===== src/rtl/mfd_pkg.sv =====
// Shared types and constants for the marker frame deframer with sum check.
package mfd_pkg;

    localparam int BUFFER_BYTES = 64;
    localparam int ADDR_W       = $clog2(BUFFER_BYTES);
    localparam int CNT_W        = $clog2(BUFFER_BYTES + 1);
    localparam int QUEUE_DEPTH  = 4;
    localparam int QPTR_W       = $clog2(QUEUE_DEPTH);

    localparam logic [CNT_W-1:0]  CNT_FULL    = CNT_W'(BUFFER_BYTES);
    localparam logic [CNT_W-1:0]  CNT_MIN     = CNT_W'(5);
    localparam logic [8:0]        HDR_BYTES   = 9'd5;
    localparam logic [ADDR_W-1:0] PAY_BASE    = ADDR_W'(3);

    localparam logic [7:0] START_RESET = 8'hAA;
    localparam logic [7:0] END_RESET   = 8'h55;

    localparam logic CFG_START = 1'b0;
    localparam logic CFG_END   = 1'b1;

    localparam logic KIND_PAYLOAD = 1'b0;
    localparam logic KIND_STATUS  = 1'b1;

    localparam logic [1:0] ST_OK  = 2'd0;
    localparam logic [1:0] ST_SUM = 2'd1;
    localparam logic [1:0] ST_LEN = 2'd2;

    typedef struct packed {
        logic              store;
        logic [ADDR_W-1:0] addr;
        logic [7:0]        data;
        logic              close;
        logic [1:0]        status;
        logic [7:0]        cmd;
        logic [7:0]        len;
    } t_op;

    typedef enum logic [1:0] {
        BK_IDLE,
        BK_RD,
        BK_OUT,
        BK_STAT
    } t_back_state;

endpackage


===== src/rtl/mfd_front.sv =====
// Front part: frame tracking, running checksum and classification of received bytes.
module mfd_front (
    input  logic              i_clk,
    input  logic              i_rst_n,
    input  logic              i_cfg_we,
    input  logic              i_cfg_idx,
    input  logic [7:0]        i_cfg_data,
    input  logic              i_in_valid,
    output logic              o_in_stall,
    input  logic [7:0]        i_rx_byte,
    output logic              o_push,
    output mfd_pkg::t_op      o_op,
    input  logic              i_full
);
    import mfd_pkg::*;

    logic [7:0]       r_start;
    logic [7:0]       r_end;
    logic             r_in_frame;
    logic             n_in_frame;
    logic [CNT_W-1:0] r_count;
    logic [CNT_W-1:0] n_count;
    logic [7:0]       r_sum;
    logic [7:0]       n_sum;
    logic [7:0]       r_prev1;
    logic [7:0]       n_prev1;
    logic [7:0]       r_prev2;
    logic [7:0]       n_prev2;
    logic [7:0]       r_cmd;
    logic [7:0]       n_cmd;
    logic [7:0]       r_len;
    logic [7:0]       n_len;
    logic             accept;

    assign o_in_stall = i_full;
    assign accept     = i_in_valid && !i_full;

    always_comb begin
        n_in_frame = r_in_frame;
        n_count    = r_count;
        n_sum      = r_sum;
        n_prev1    = r_prev1;
        n_prev2    = r_prev2;
        n_cmd      = r_cmd;
        n_len      = r_len;
        o_push     = 1'b0;
        o_op       = '0;
        if (accept) begin
            if (!r_in_frame) begin
                if (i_rx_byte == r_start) begin
                    n_in_frame  = 1'b1;
                    n_count     = CNT_W'(1);
                    n_sum       = 8'd0;
                    n_prev1     = i_rx_byte;
                    o_push      = 1'b1;
                    o_op.store  = 1'b1;
                    o_op.addr   = '0;
                    o_op.data   = i_rx_byte;
                end
            end else begin
                o_push = 1'b1;
                if (r_count < CNT_FULL) begin
                    o_op.store = 1'b1;
                    o_op.addr  = r_count[ADDR_W-1:0];
                    o_op.data  = i_rx_byte;
                    n_count    = r_count + CNT_W'(1);
                    // The length byte is not part of the checksum.
                    if (r_count >= CNT_W'(3) && r_count != CNT_W'(4)) begin
                        n_sum = r_sum + r_prev2;
                    end
                    n_prev2 = r_prev1;
                    n_prev1 = i_rx_byte;
                    if (r_count == CNT_W'(1)) begin
                        n_cmd = i_rx_byte;
                    end
                    if (r_count == CNT_W'(2)) begin
                        n_len = i_rx_byte;
                    end
                end
                if (i_rx_byte == r_end && n_count >= CNT_MIN) begin
                    o_op.close = 1'b1;
                    o_op.cmd   = r_cmd;
                    o_op.len   = r_len;
                    if (9'(n_count) != (9'(r_len) + HDR_BYTES)) begin
                        o_op.status = ST_LEN;
                    end else if (n_sum != n_prev2) begin
                        o_op.status = ST_SUM;
                    end else begin
                        o_op.status = ST_OK;
                    end
                    n_in_frame = 1'b0;
                    n_count    = '0;
                end
            end
        end
    end

    always_ff @(posedge i_clk) begin
        if (!i_rst_n) begin
            r_start    <= START_RESET;
            r_end      <= END_RESET;
            r_in_frame <= 1'b0;
            r_count    <= '0;
        end else begin
            if (i_cfg_we) begin
                if (i_cfg_idx == CFG_START) begin
                    r_start <= i_cfg_data;
                end else begin
                    r_end <= i_cfg_data;
                end
            end
            r_in_frame <= n_in_frame;
            r_count    <= n_count;
        end
    end

    always_ff @(posedge i_clk) begin
        r_sum   <= n_sum;
        r_prev1 <= n_prev1;
        r_prev2 <= n_prev2;
        r_cmd   <= n_cmd;
        r_len   <= n_len;
    end

endmodule


===== src/rtl/mfd_queue.sv =====
// Short queue of classified operations between the front and back parts.
module mfd_queue (
    input  logic         i_clk,
    input  logic         i_rst_n,
    input  logic         i_push,
    input  mfd_pkg::t_op i_op,
    output logic         o_full,
    input  logic         i_pop,
    output mfd_pkg::t_op o_op,
    output logic         o_empty
);
    import mfd_pkg::*;

    t_op                r_slot [QUEUE_DEPTH];
    logic [QPTR_W-1:0]  r_wr_ptr;
    logic [QPTR_W-1:0]  r_rd_ptr;
    logic [QPTR_W:0]    r_fill;

    assign o_full  = (r_fill == (QPTR_W + 1)'(QUEUE_DEPTH));
    assign o_empty = (r_fill == '0);
    assign o_op    = r_slot[r_rd_ptr];

    always_ff @(posedge i_clk) begin
        if (!i_rst_n) begin
            r_wr_ptr <= '0;
            r_rd_ptr <= '0;
            r_fill   <= '0;
        end else begin
            if (i_push) begin
                r_wr_ptr <= r_wr_ptr + QPTR_W'(1);
            end
            if (i_pop) begin
                r_rd_ptr <= r_rd_ptr + QPTR_W'(1);
            end
            if (i_push && !i_pop) begin
                r_fill <= r_fill + (QPTR_W + 1)'(1);
            end else if (i_pop && !i_push) begin
                r_fill <= r_fill - (QPTR_W + 1)'(1);
            end
        end
    end

    always_ff @(posedge i_clk) begin
        if (i_push) begin
            r_slot[r_wr_ptr] <= i_op;
        end
    end

endmodule


===== src/rtl/mfd_back.sv =====
// Back part: frame buffer memory, payload replay and the output register.
module mfd_back (
    input  logic         i_clk,
    input  logic         i_rst_n,
    input  mfd_pkg::t_op i_op,
    input  logic         i_empty,
    output logic         o_pop,
    output logic         o_out_valid,
    input  logic         i_out_stall,
    output logic         o_item_kind,
    output logic [7:0]   o_command_id,
    output logic [7:0]   o_declared_length,
    output logic [1:0]   o_frame_status,
    output logic [7:0]   o_payload_byte,
    output logic         o_last_item
);
    import mfd_pkg::*;

    logic [7:0]        r_mem [BUFFER_BYTES];
    logic [7:0]        r_rd_data;
    t_back_state       r_state;
    t_back_state       n_state;
    logic [ADDR_W-1:0] r_idx;
    logic [ADDR_W-1:0] n_idx;
    logic [7:0]        r_cmd;
    logic [7:0]        r_len;
    logic [1:0]        r_status;
    logic              latch_close;
    logic              rd_en;
    logic              load_pay;
    logic              load_stat;
    logic              out_free;
    logic              r_out_valid;
    logic              r_kind;
    logic [7:0]        r_out_cmd;
    logic [7:0]        r_out_len;
    logic [1:0]        r_out_status;
    logic [7:0]        r_out_pay;
    logic              r_out_last;

    assign out_free = !r_out_valid || !i_out_stall;

    always_comb begin
        n_state     = r_state;
        n_idx       = r_idx;
        o_pop       = 1'b0;
        latch_close = 1'b0;
        rd_en       = 1'b0;
        load_pay    = 1'b0;
        load_stat   = 1'b0;
        unique case (r_state)
            BK_IDLE: begin
                if (!i_empty) begin
                    o_pop = 1'b1;
                    if (i_op.close) begin
                        latch_close = 1'b1;
                        n_idx       = '0;
                        if (i_op.status == ST_OK && i_op.len != 8'd0) begin
                            n_state = BK_RD;
                        end else begin
                            n_state = BK_STAT;
                        end
                    end
                end
            end
            BK_RD: begin
                rd_en   = 1'b1;
                n_state = BK_OUT;
            end
            BK_OUT: begin
                if (out_free) begin
                    load_pay = 1'b1;
                    if ((8'(r_idx) + 8'd1) == r_len) begin
                        n_state = BK_STAT;
                    end else begin
                        n_idx   = r_idx + ADDR_W'(1);
                        n_state = BK_RD;
                    end
                end
            end
            BK_STAT: begin
                if (out_free) begin
                    load_stat = 1'b1;
                    n_state   = BK_IDLE;
                end
            end
            default: begin
                n_state = BK_IDLE;
            end
        endcase
    end

    always_ff @(posedge i_clk) begin
        if (o_pop && i_op.store) begin
            r_mem[i_op.addr] <= i_op.data;
        end
        if (rd_en) begin
            r_rd_data <= r_mem[PAY_BASE + r_idx];
        end
    end

    always_ff @(posedge i_clk) begin
        if (!i_rst_n) begin
            r_state     <= BK_IDLE;
            r_out_valid <= 1'b0;
        end else begin
            r_state <= n_state;
            if (load_pay || load_stat) begin
                r_out_valid <= 1'b1;
            end else if (!i_out_stall) begin
                r_out_valid <= 1'b0;
            end
        end
    end

    always_ff @(posedge i_clk) begin
        r_idx <= n_idx;
        if (latch_close) begin
            r_cmd    <= i_op.cmd;
            r_len    <= i_op.len;
            r_status <= i_op.status;
        end
        if (load_pay) begin
            r_kind       <= KIND_PAYLOAD;
            r_out_cmd    <= r_cmd;
            r_out_len    <= r_len;
            r_out_status <= ST_OK;
            r_out_pay    <= r_rd_data;
            r_out_last   <= 1'b0;
        end else if (load_stat) begin
            r_kind       <= KIND_STATUS;
            r_out_cmd    <= r_cmd;
            r_out_len    <= r_len;
            r_out_status <= r_status;
            r_out_pay    <= 8'd0;
            r_out_last   <= 1'b1;
        end
    end

    assign o_out_valid       = r_out_valid;
    assign o_item_kind       = r_kind;
    assign o_command_id      = r_out_cmd;
    assign o_declared_length = r_out_len;
    assign o_frame_status    = r_out_status;
    assign o_payload_byte    = r_out_pay;
    assign o_last_item       = r_out_last;

endmodule


===== src/rtl/marker_frame_deframer_with_sum_check_unit.sv =====
// Top level of the marker frame deframer with additive sum check.
// Received bytes are taken one per cycle while the four-entry operation queue has room; the
// front part tracks the frame and its running sum, so the frame verdict is known as the end
// marker arrives. The back part writes each queued byte into the 64-byte buffer while idle, and
// for a good frame it replays the payload from that buffer one byte at a time (registered
// memory read in BK_RD, then the output register in BK_OUT, which waits while the output is
// stalled), followed by the status item for every frame. Input bytes are stalled only when the
// queue fills behind that replay.
module marker_frame_deframer_with_sum_check_unit (
    input  logic       i_clk,
    input  logic       i_rst_n,
    input  logic       i_cfg_we,
    input  logic       i_cfg_idx,
    input  logic [7:0] i_cfg_data,
    input  logic       i_in_valid,
    output logic       o_in_stall,
    input  logic [7:0] i_rx_byte,
    output logic       o_out_valid,
    input  logic       i_out_stall,
    output logic       o_item_kind,
    output logic [7:0] o_command_id,
    output logic [7:0] o_declared_length,
    output logic [1:0] o_frame_status,
    output logic [7:0] o_payload_byte,
    output logic       o_last_item
);
    import mfd_pkg::*;

    t_op  push_op;
    t_op  head_op;
    logic push;
    logic full;
    logic pop;
    logic empty;

    mfd_front u_front (
        .i_clk      (i_clk),
        .i_rst_n    (i_rst_n),
        .i_cfg_we   (i_cfg_we),
        .i_cfg_idx  (i_cfg_idx),
        .i_cfg_data (i_cfg_data),
        .i_in_valid (i_in_valid),
        .o_in_stall (o_in_stall),
        .i_rx_byte  (i_rx_byte),
        .o_push     (push),
        .o_op       (push_op),
        .i_full     (full)
    );

    mfd_queue u_queue (
        .i_clk   (i_clk),
        .i_rst_n (i_rst_n),
        .i_push  (push),
        .i_op    (push_op),
        .o_full  (full),
        .i_pop   (pop),
        .o_op    (head_op),
        .o_empty (empty)
    );

    mfd_back u_back (
        .i_clk             (i_clk),
        .i_rst_n           (i_rst_n),
        .i_op              (head_op),
        .i_empty           (empty),
        .o_pop             (pop),
        .o_out_valid       (o_out_valid),
        .i_out_stall       (i_out_stall),
        .o_item_kind       (o_item_kind),
        .o_command_id      (o_command_id),
        .o_declared_length (o_declared_length),
        .o_frame_status    (o_frame_status),
        .o_payload_byte    (o_payload_byte),
        .o_last_item       (o_last_item)
    );

endmodule


===== config.mk =====
export PLATFORM = sky130hd
export DESIGN_NAME = marker_frame_deframer_with_sum_check_unit
export DESIGN_NICKNAME = d
export VERILOG_FILES = /design/src/rtl/mfd_pkg.sv /design/src/rtl/mfd_front.sv /design/src/rtl/mfd_queue.sv /design/src/rtl/mfd_back.sv /design/src/rtl/marker_frame_deframer_with_sum_check_unit.sv
export SDC_FILE = /design/constraint.sdc
export NUM_CORES = 1
export LEC_CHECK = 0
export ABC_AREA = 1
export BUFFER_PORTS_ARGS = -buffer_cell sky130_fd_sc_hd__buf_2
export CAP_MARGIN = 20
export CELL_PAD_IN_SITES_DETAIL_PLACEMENT = 2
export CELL_PAD_IN_SITES_GLOBAL_PLACEMENT = 2
export CORE_ASPECT_RATIO = 1.2
export CORE_UTILIZATION = 45
export CTS_BUF_LIST = sky130_fd_sc_hd__clkbuf_2 sky130_fd_sc_hd__clkbuf_4 sky130_fd_sc_hd__clkbuf_8
export CTS_CLUSTER_DIAMETER = 60
export DETAILED_ROUTE_END_ITERATION = 12
export PLACE_DENSITY = 0.9
export SYNTH_ARGS = -nofsm -noshare
export SYNTH_HDL_FRONTEND = slang
export SYNTH_SLANG_ARGS = --single-unit

===== constraint.sdc =====
create_clock -name i_clk -period 4.25 [get_ports i_clk]
set_input_delay 0.85 -clock i_clk [delete_from_list [all_inputs] [get_ports i_clk]]
set_output_delay 0.85 -clock i_clk [all_outputs]
set_load 0.01 [all_outputs]

# ---- Word level (Yosys, flattened, before mapping)
# Memories as Yosys holds them, arrays and structs flattened. A register that Yosys moved wholly into a read port is not among the register bits.
# Index checks and enable logic that the tools add are counted.
dict set report word_totals {
  register_bits 125
  ram_bits 648
  in_bits 22
  memories 2
}
dict set report op_classes {
  addsub 10
  magnitude_cmp 3
  eq_ne 19
  muxes 68
  n_bitwise 1
  reduce_logical 31
}
# name depth width rd rd_clocked_by_memory_dff write_ports line
set mem_list {}
lappend mem_list {u_back.r_mem 64 8 1 1 1 mfd_back.sv:19} ;# logic [7:0] r_mem [BUFFER_BYTES];
lappend mem_list {u_queue.r_slot 4 34 1 1 1 mfd_queue.sv:14} ;# t_op r_slot [QUEUE_DEPTH];
# operator n
set ops {}
lappend ops {{two-way mux 8 bit} 18}
lappend ops {{two-way mux 15 bit} 3}
lappend ops {{two-way mux 7 bit} 6}
lappend ops {{two-way mux 19 bit} 2}
lappend ops {{two-way mux 34 bit} 1}
lappend ops {{== test 8 bit} 3}
lappend ops {{two-way mux 6 bit} 4}
lappend ops {{two-way mux 1 bit} 21}
lappend ops {{two-way mux 2 bit} 9}
lappend ops {{one-hot mux 6 bit (2 select lines)} 1}
lappend ops {{AND reduction 4 bit} 3}
lappend ops {{adder 8 x 3 -> 9 bit (second input constant)} 1}
lappend ops {{inequality test 7 x 9 -> 1 bit} 1}
lappend ops {{adder 8 bit} 1}
lappend ops {{inequality test 2 bit (second input constant)} 4}
lappend ops {{inequality test 8 bit} 1}
lappend ops {{one-hot mux 2 bit (4 select lines)} 1}
lappend ops {{AND reduction 2 bit} 4}
lappend ops {{nonzero test 2 bit} 4}
lappend ops {{nonzero test 8 bit} 1}
lappend ops {{adder 6 x 1 -> 7 bit (second input constant)} 1}
lappend ops {{adder 7 x 1 -> 7 bit (second input constant)} 1}
lappend ops {{== test 7 x 1 -> 1 bit (second input constant)} 1}
lappend ops {{== test 7 x 2 -> 1 bit (second input constant)} 1}
lappend ops {{22 further kinds} 39}

# ---- Logic depth before layout (Yosys ltp)
dict set report logic_depth {
  ltp_word 12
  ltp_mapped 16
  depth_no_buf 14
}

# ---- Hierarchy
# A second synthesis with hierarchy kept.
dict set report unflattened {
  hier_cells 2692
  hier_area_um2 32541.2
}
# module instances cells_each area_each_um2 seq_area_each_um2
set modules_own_cells {}
lappend modules_own_cells {mfd_back 1 1799 23014.6 17176.5}
lappend modules_own_cells {mfd_queue 1 387 5690.5 4264.1}
lappend modules_own_cells {mfd_front 1 506 3836.2 1681.6}

# ---- Worst setup path before layout
# OpenSTA, ideal clock, no wires.
dict set report synth_timing {
  path_kind {in2reg}
  startpoint {input i_in_valid}
  endpoint {memory u_queue.r_slot[0][0] (netlist bit), enable pin}
  setup_ps 425
  t_arrival_ps 3317
  t_required_ps 3825
  slack_ps 507
  path_stages 5
  path_buffers 1
  path_cell_list {o21ai_1 > nor2_1 > a41oi_2 > buf_4 > nor2_1}
}
dict set report synth_via {
  elab_chain_cells 4
}
# element line
set synth_rtl {}
lappend synth_rtl {{from (decl)} marker_frame_deframer_with_sum_check_unit.sv:15} ;# input logic i_in_valid,
lappend synth_rtl {{logical AND 1 bit} mfd_front.sv:36} ;# assign accept = i_in_valid && !i_full;
lappend synth_rtl {{two-way mux 1 bit} mfd_front.sv:48} ;# if (accept) begin
lappend synth_rtl {{two-way mux 1 bit} mfd_queue.sv:44} ;# if (i_push) begin
lappend synth_rtl {{two-way mux 1 bit (not written as such)} mfd_queue.sv:45} ;# r_slot[r_wr_ptr] <= i_op;
lappend synth_rtl {{to (decl)} mfd_queue.sv:14}
# No other way between the ends.

# ---- Final worst setup path
dict set report layout_timing {
  startpoint {register u_back.r_idx[1]}
  endpoint {register u_back.r_rd_data[1] (read register of u_back.r_mem) (data pin)}
}
dict set report layout_via {
  elab_chain_cells 1
}
# element line
set layout_rtl {}
lappend layout_rtl {{from (decl)} mfd_back.sv:23} ;# logic [ADDR_W-1:0] r_idx;
lappend layout_rtl {{from (signal assigned)} mfd_back.sv:117} ;# r_idx <= n_idx;
lappend layout_rtl {{adder 2 x 6 -> 6 bit} mfd_back.sv:98} ;# r_rd_data <= r_mem[PAY_BASE + r_idx];
lappend layout_rtl {{to (decl)} mfd_back.sv:20} ;# logic [7:0] r_rd_data;
# No other way between the ends.
# A chain may end at the register's enable or synchronous reset.

==> impl_results.rst <==
.. list-table::
   :header-rows: 1

   * - Metric
     - Value
   * - Run status
     - complete, no violations
   * - Total number of nets in the final design
     - 2732
   * - Dominant synthesized flop cell
     - sky130_fd_sc_hd__edfxtp_1
   * - Cell type with the highest aggregate area in the netlist
     - sky130_fd_sc_hd__edfxtp_1
   * - Final total negative setup slack
     - 0 ns
   * - Share of post-route cells with drive strength above 1
     - about an eighth
   * - Cell with the most instances on the worst path
     - sky130_fd_sc_hd__o21ai_0
   * - Minimum setup slack in the final design
     - between 0.3 and 0.4 ns
   * - Main combinational cell family by area after synthesis
     - simple AND/OR/NAND/NOR gates
   * - Antenna violations before repair
     - 5
   * - List of cells traversed by the critical path
     - inv_1 > ha_4 > inv_2 > buf_12 > o21ai_0 > o22ai_1 > o21ai_0 > o211ai_1 > nand3_1 > nand2_1
   * - Number of H-tree levels
     - 4
   * - Worst voltage drop across the vdd grid
     - 630 µV
   * - Number of top-level pins
     - between 50 and 60
   * - Unrepaired setup endpoints after global routing
     - false
   * - Cell area after synthesis
     - ~32000 µm²
   * - Final Wtd Congestion
     - 0.905
   * - Dominant delay contributor by cell family on the critical path
     - compound AO/OA/AOI/OAI gates
   * - Fraction of power spent switching nets
     - between 40% and 50%
   * - Most common cell after layout, fill and taps aside
     - sky130_fd_sc_hd__edfxtp_1
   * - Cts bufs inserted
     - 131
   * - Buffer depth of the longest clock path
     - 3
   * - Basic-gate share of the synthesized area counting and, or, nand and nor cells
     - 11.4%
   * - Pwr per Cell Area
     - around 780 nW/µm²
   * - Period utilization
     - slightly above 90%
   * - Slew Limit Fails
     - 0
   * - GRT Overall Usage
     - a little over a third
   * - Clk slew on worst S/H paths
     - roughly 0.070 ns
   * - Class of the worst hold path
     - in -> reg
   * - Routed wire length per instance
     - roughly 35 µm
   * - GR Overflow Total
     - 0
   * - Top cells by area in the synthesized netlist
     - sky130_fd_sc_hd__edfxtp_1 69%, sky130_fd_sc_hd__nor2_1 5.8%, sky130_fd_sc_hd__o21ai_0 5.3%, sky130_fd_sc_hd__nand2_1 2.7%, sky130_fd_sc_hd__dfxtp_1 2.4%
   * - Max_cap viols
     - 0
   * - Largest net degree at the start of global routing
     - ~260
   * - Tightest Pin Transition
     - about 1.2 ns
   * - Number of different library cells in the post-synthesis netlist
     - between 40 and 50
   * - Post CTS Setup Buffer Count
     - 0
   * - Clock tree from TritonCTS
     - built
   * - Via density per instance
     - between 6 and 7
   * - Startpoint types
     - flop
   * - Synth Warn #
     - 0
   * - Final setup violation count
     - 0
   * - Placed wire-length estimate after detailed placement
     - 76.3 mm
   * - Width of the die
     - between 200 and 250 µm
   * - Number of enable flip-flop cells after synthesis
     - between 700 and 800
   * - Clock Latency Late Sink
     - around 0.84 ns
   * - Reg-to-reg setup timing slack
     - ~0.33 ns
   * - Number of instances in the synthesized netlist
     - approximately 2600
   * - Cell with the biggest individual delay on the critical path
     - sky130_fd_sc_hd__ha_4
   * - Total via count after detailed routing
     - 23900
   * - Area growth syn-to-layout
     - 12.0%
   * - Largest registers
     - u_back.r_mem: 512 flops, u_queue.r_slot: 136 flops
   * - Complex-gate fraction of the synthesized area
     - 11.0%
   * - WP data required
     - 4.83 ns
   * - Area share of the leading cell type in the synthesized netlist
     - a little over two thirds
   * - Clock tree root buffer cell
     - sky130_fd_sc_hd__clkbuf_8
   * - Number of global-route vias before repair
     - 26100
   * - Routed wire length
     - 131 mm
   * - Tmin final
     - 3.92 ns
   * - Number of gates resized after CTS
     - 0
   * - Fraction of power consumed by sequential logic
     - 36.1%
   * - Number of flip-flops under the largest register name
     - between 500 and 600
   * - Register bit count reported by yosys
     - 783
   * - Net switching power of the design
     - roughly 12 mW
   * - Number of nets produced by synthesis
     - 2649
   * - Drt drc
     - 0
   * - Final setup skew
     - slightly below 0.05 ns
   * - Leakage
     - approximately 12 nW
   * - TritonCTS Sinks
     - between 700 and 800
   * - Worst EP arrival
     - 4.50 ns
   * - Hold Buf Count CTS
     - 0
   * - Adder and majority gate portion of the synthesized area
     - less than 1%
   * - Critical Path Sink Type
     - flop
   * - DRC marker count from the first detailed-route iteration
     - 2683
   * - Worst setup slack after placement
     - between 0.6 and 0.7 ns
   * - Initial core utilization
     - ~45%
   * - Final number of hold-violating endpoints
     - 0
   * - Remaining antenna violation count
     - 0
   * - Die Y-Extent
     - 295 µm
   * - Maximum cell stage delay along the critical path
     - between 0.7 and 0.8 ns
   * - Fraction of power consumed by combinational cells
     - approximately two fifths
   * - Max_slew headroom
     - about a fifth
   * - Die footprint
     - slightly above 70000 µm²
   * - Highest clock rate
     - 255 MHz
   * - Total core area
     - just over 70000 µm²
   * - FP Rows
     - between 100 and 150
   * - Quantity of I/O buffers inserted on ports
     - 51
   * - Part of the power in the clock network
     - between 20% and 30%
   * - Critical path class
     - reg -> reg
   * - Async set or reset register ratio after synthesis
     - 0%
   * - Mux share of post-synthesis cell area
     - 0%
   * - Critical Path Fanout Max
     - 84
   * - First-pass GRT wire length
     - ~190 mm
   * - P_int
     - between 15 and 20 mW
   * - Top reg by flops
     - u_back.r_mem
   * - Worst path bufs/invs
     - 3
   * - Length of the first detailed-routing pass in iterations
     - 5
   * - Post-synthesis sequential area ratio
     - a little under three quarters
   * - Area share of xor/xnor cells in the synthesized design
     - approximately 1.1%
   * - Avg Inst Size Synth
     - about 12 µm²
   * - Most frequent cells in the layout
     - 744 x sky130_fd_sc_hd__edfxtp_1, 490 x sky130_fd_sc_hd__nor2_1, 339 x sky130_fd_sc_hd__o21ai_0
power groups by stage:
| stage | Clock (mW) | Sequential [mW] | Combinational, mW |
|---|---|---|---|
| 6_report | 6.99 | 10.1 | 10.8 |
| 4_1_cts | 6.99 | 10.1 | 10.4 |
| 2_1_floorplan | 0 | 10.1 | 5.61 |
| 5_1_grt | 7.29 | 10.1 | 11.1 |
| 3_5_place_dp | 0 | 10.2 | 9.83 |
| 3_3_place_gp | 0 | 10.1 | 8.75 |
cell families after synthesis:
family | Yosys count
compound gates | 594
xor+xnor | 38
fa+ha+maj | 22
buf+inv | 289
flops | 783
simple gates | 879
through the flow:
| stage | instance area, µm² | instances | hold slack (ns) | power (mW) | util [%] |
|---|---|---|---|---|---|
| finish | 36000 | 3717 | 0.276 | 27.9 | 50.9 |
| global route | 36000 | 3715 | 0.270 | 28.5 | 50.9 |
| CTS | 35900 | 3710 | 0.234 | 27.4 | 50.8 |
| detailed placement | 33400 | 3477 | 0.405 | 20.1 | 47.2 |
| global placement | 33400 | 3477 | 0.409 | 18.9 | 47.2 |
| floorplan | 32200 | 2605 | 0.400 | 15.7 | - |
per-layer routing:
metal / vias up / global-route usage (%) / share of wire [%] / wire length, µm
met1: 12500 / 40.1 / 35 / 45400
met5: - / 0 / 0.0076 / 10
met3: 479 / 6.66 / 6.5 / 8450
met2: 1363 / 63.5 / 52 / 68100
met4: 2 / 23.4 / 6.8 / 8850
li1: 9577 / - / - / -
worst paths after layout:
check | from | to | cells past startpoint
hold / removal | i_cfg_data[4] | u_front.r_end[4] | 3
setup reg to reg | u_back.r_idx[1] | u_back.r_rd_data[1] | 10
hold reg to reg | u_back.r_cmd[6] | u_back.o_command_id[6] | 0
setup / recovery | u_back.r_idx[1] | u_back.r_rd_data[1] | 10
worst reg2reg max path: stages, from the launching register on:
cell	delay, ns
sky130_fd_sc_hd__edfxtp_1	0.49
sky130_fd_sc_hd__inv_1	0.13
sky130_fd_sc_hd__ha_4	0.75
sky130_fd_sc_hd__inv_2	0.52
sky130_fd_sc_hd__buf_12	0.38
sky130_fd_sc_hd__o21ai_0	0.27
sky130_fd_sc_hd__o22ai_1	0.16
sky130_fd_sc_hd__o21ai_0	0.53
sky130_fd_sc_hd__o211ai_1	0.24
sky130_fd_sc_hd__nand3_1	0.16
sky130_fd_sc_hd__nand2_1	0.07
synth_stat cells, types with 2 or more instances:
cell type and number:
sky130_fd_sc_hd__nand2_2 9, sky130_fd_sc_hd__o21ai_1 17, sky130_fd_sc_hd__nor2_2 4, sky130_fd_sc_hd__nand2_1 229, sky130_fd_sc_hd__ha_1 20, sky130_fd_sc_hd__a32oi_1 4, sky130_fd_sc_hd__clkbuf_1 80, sky130_fd_sc_hd__a21oi_1 30
sky130_fd_sc_hd__inv_2 13, sky130_fd_sc_hd__nand3b_1 2, sky130_fd_sc_hd__xor2_1 16, sky130_fd_sc_hd__nand3_4 2, sky130_fd_sc_hd__or2_2 10, sky130_fd_sc_hd__o22ai_1 73, sky130_fd_sc_hd__o21ai_0 339, sky130_fd_sc_hd__buf_2 46
sky130_fd_sc_hd__buf_4 5, sky130_fd_sc_hd__fa_1 2, sky130_fd_sc_hd__a32oi_2 2, sky130_fd_sc_hd__xor2_2 3, sky130_fd_sc_hd__nand4_1 8, sky130_fd_sc_hd__o221ai_1 59, sky130_fd_sc_hd__edfxtp_1 744, sky130_fd_sc_hd__nor2_4 11
sky130_fd_sc_hd__or2_0 4, sky130_fd_sc_hd__dfxtp_1 39, sky130_fd_sc_hd__nor4_1 3, sky130_fd_sc_hd__nor3_1 2, sky130_fd_sc_hd__nor2_1 496, sky130_fd_sc_hd__nand3_1 95, sky130_fd_sc_hd__buf_6 6, sky130_fd_sc_hd__o211ai_1 65
sky130_fd_sc_hd__inv_1 136, sky130_fd_sc_hd__xnor2_1 18
cell type report:
| cell class | instances | area [µm²] |
|---|---|---|
| Tap cell | 926 | 1160 |
| Clock inverter | 54 | 323 |
| Clock buffer | 179 | 2200 |
| Timing Repair Buffer | 89 | 641 |
| Sequential cell | 783 | 23100 |
| Inverter | 150 | 571 |
| Multi-Input combinational cell | 1533 | 8010 |
| Fill cell | 6739 | 34800 |
| Antenna cell | 3 | 7.51 |
Power figures use the tool's default switching activity.
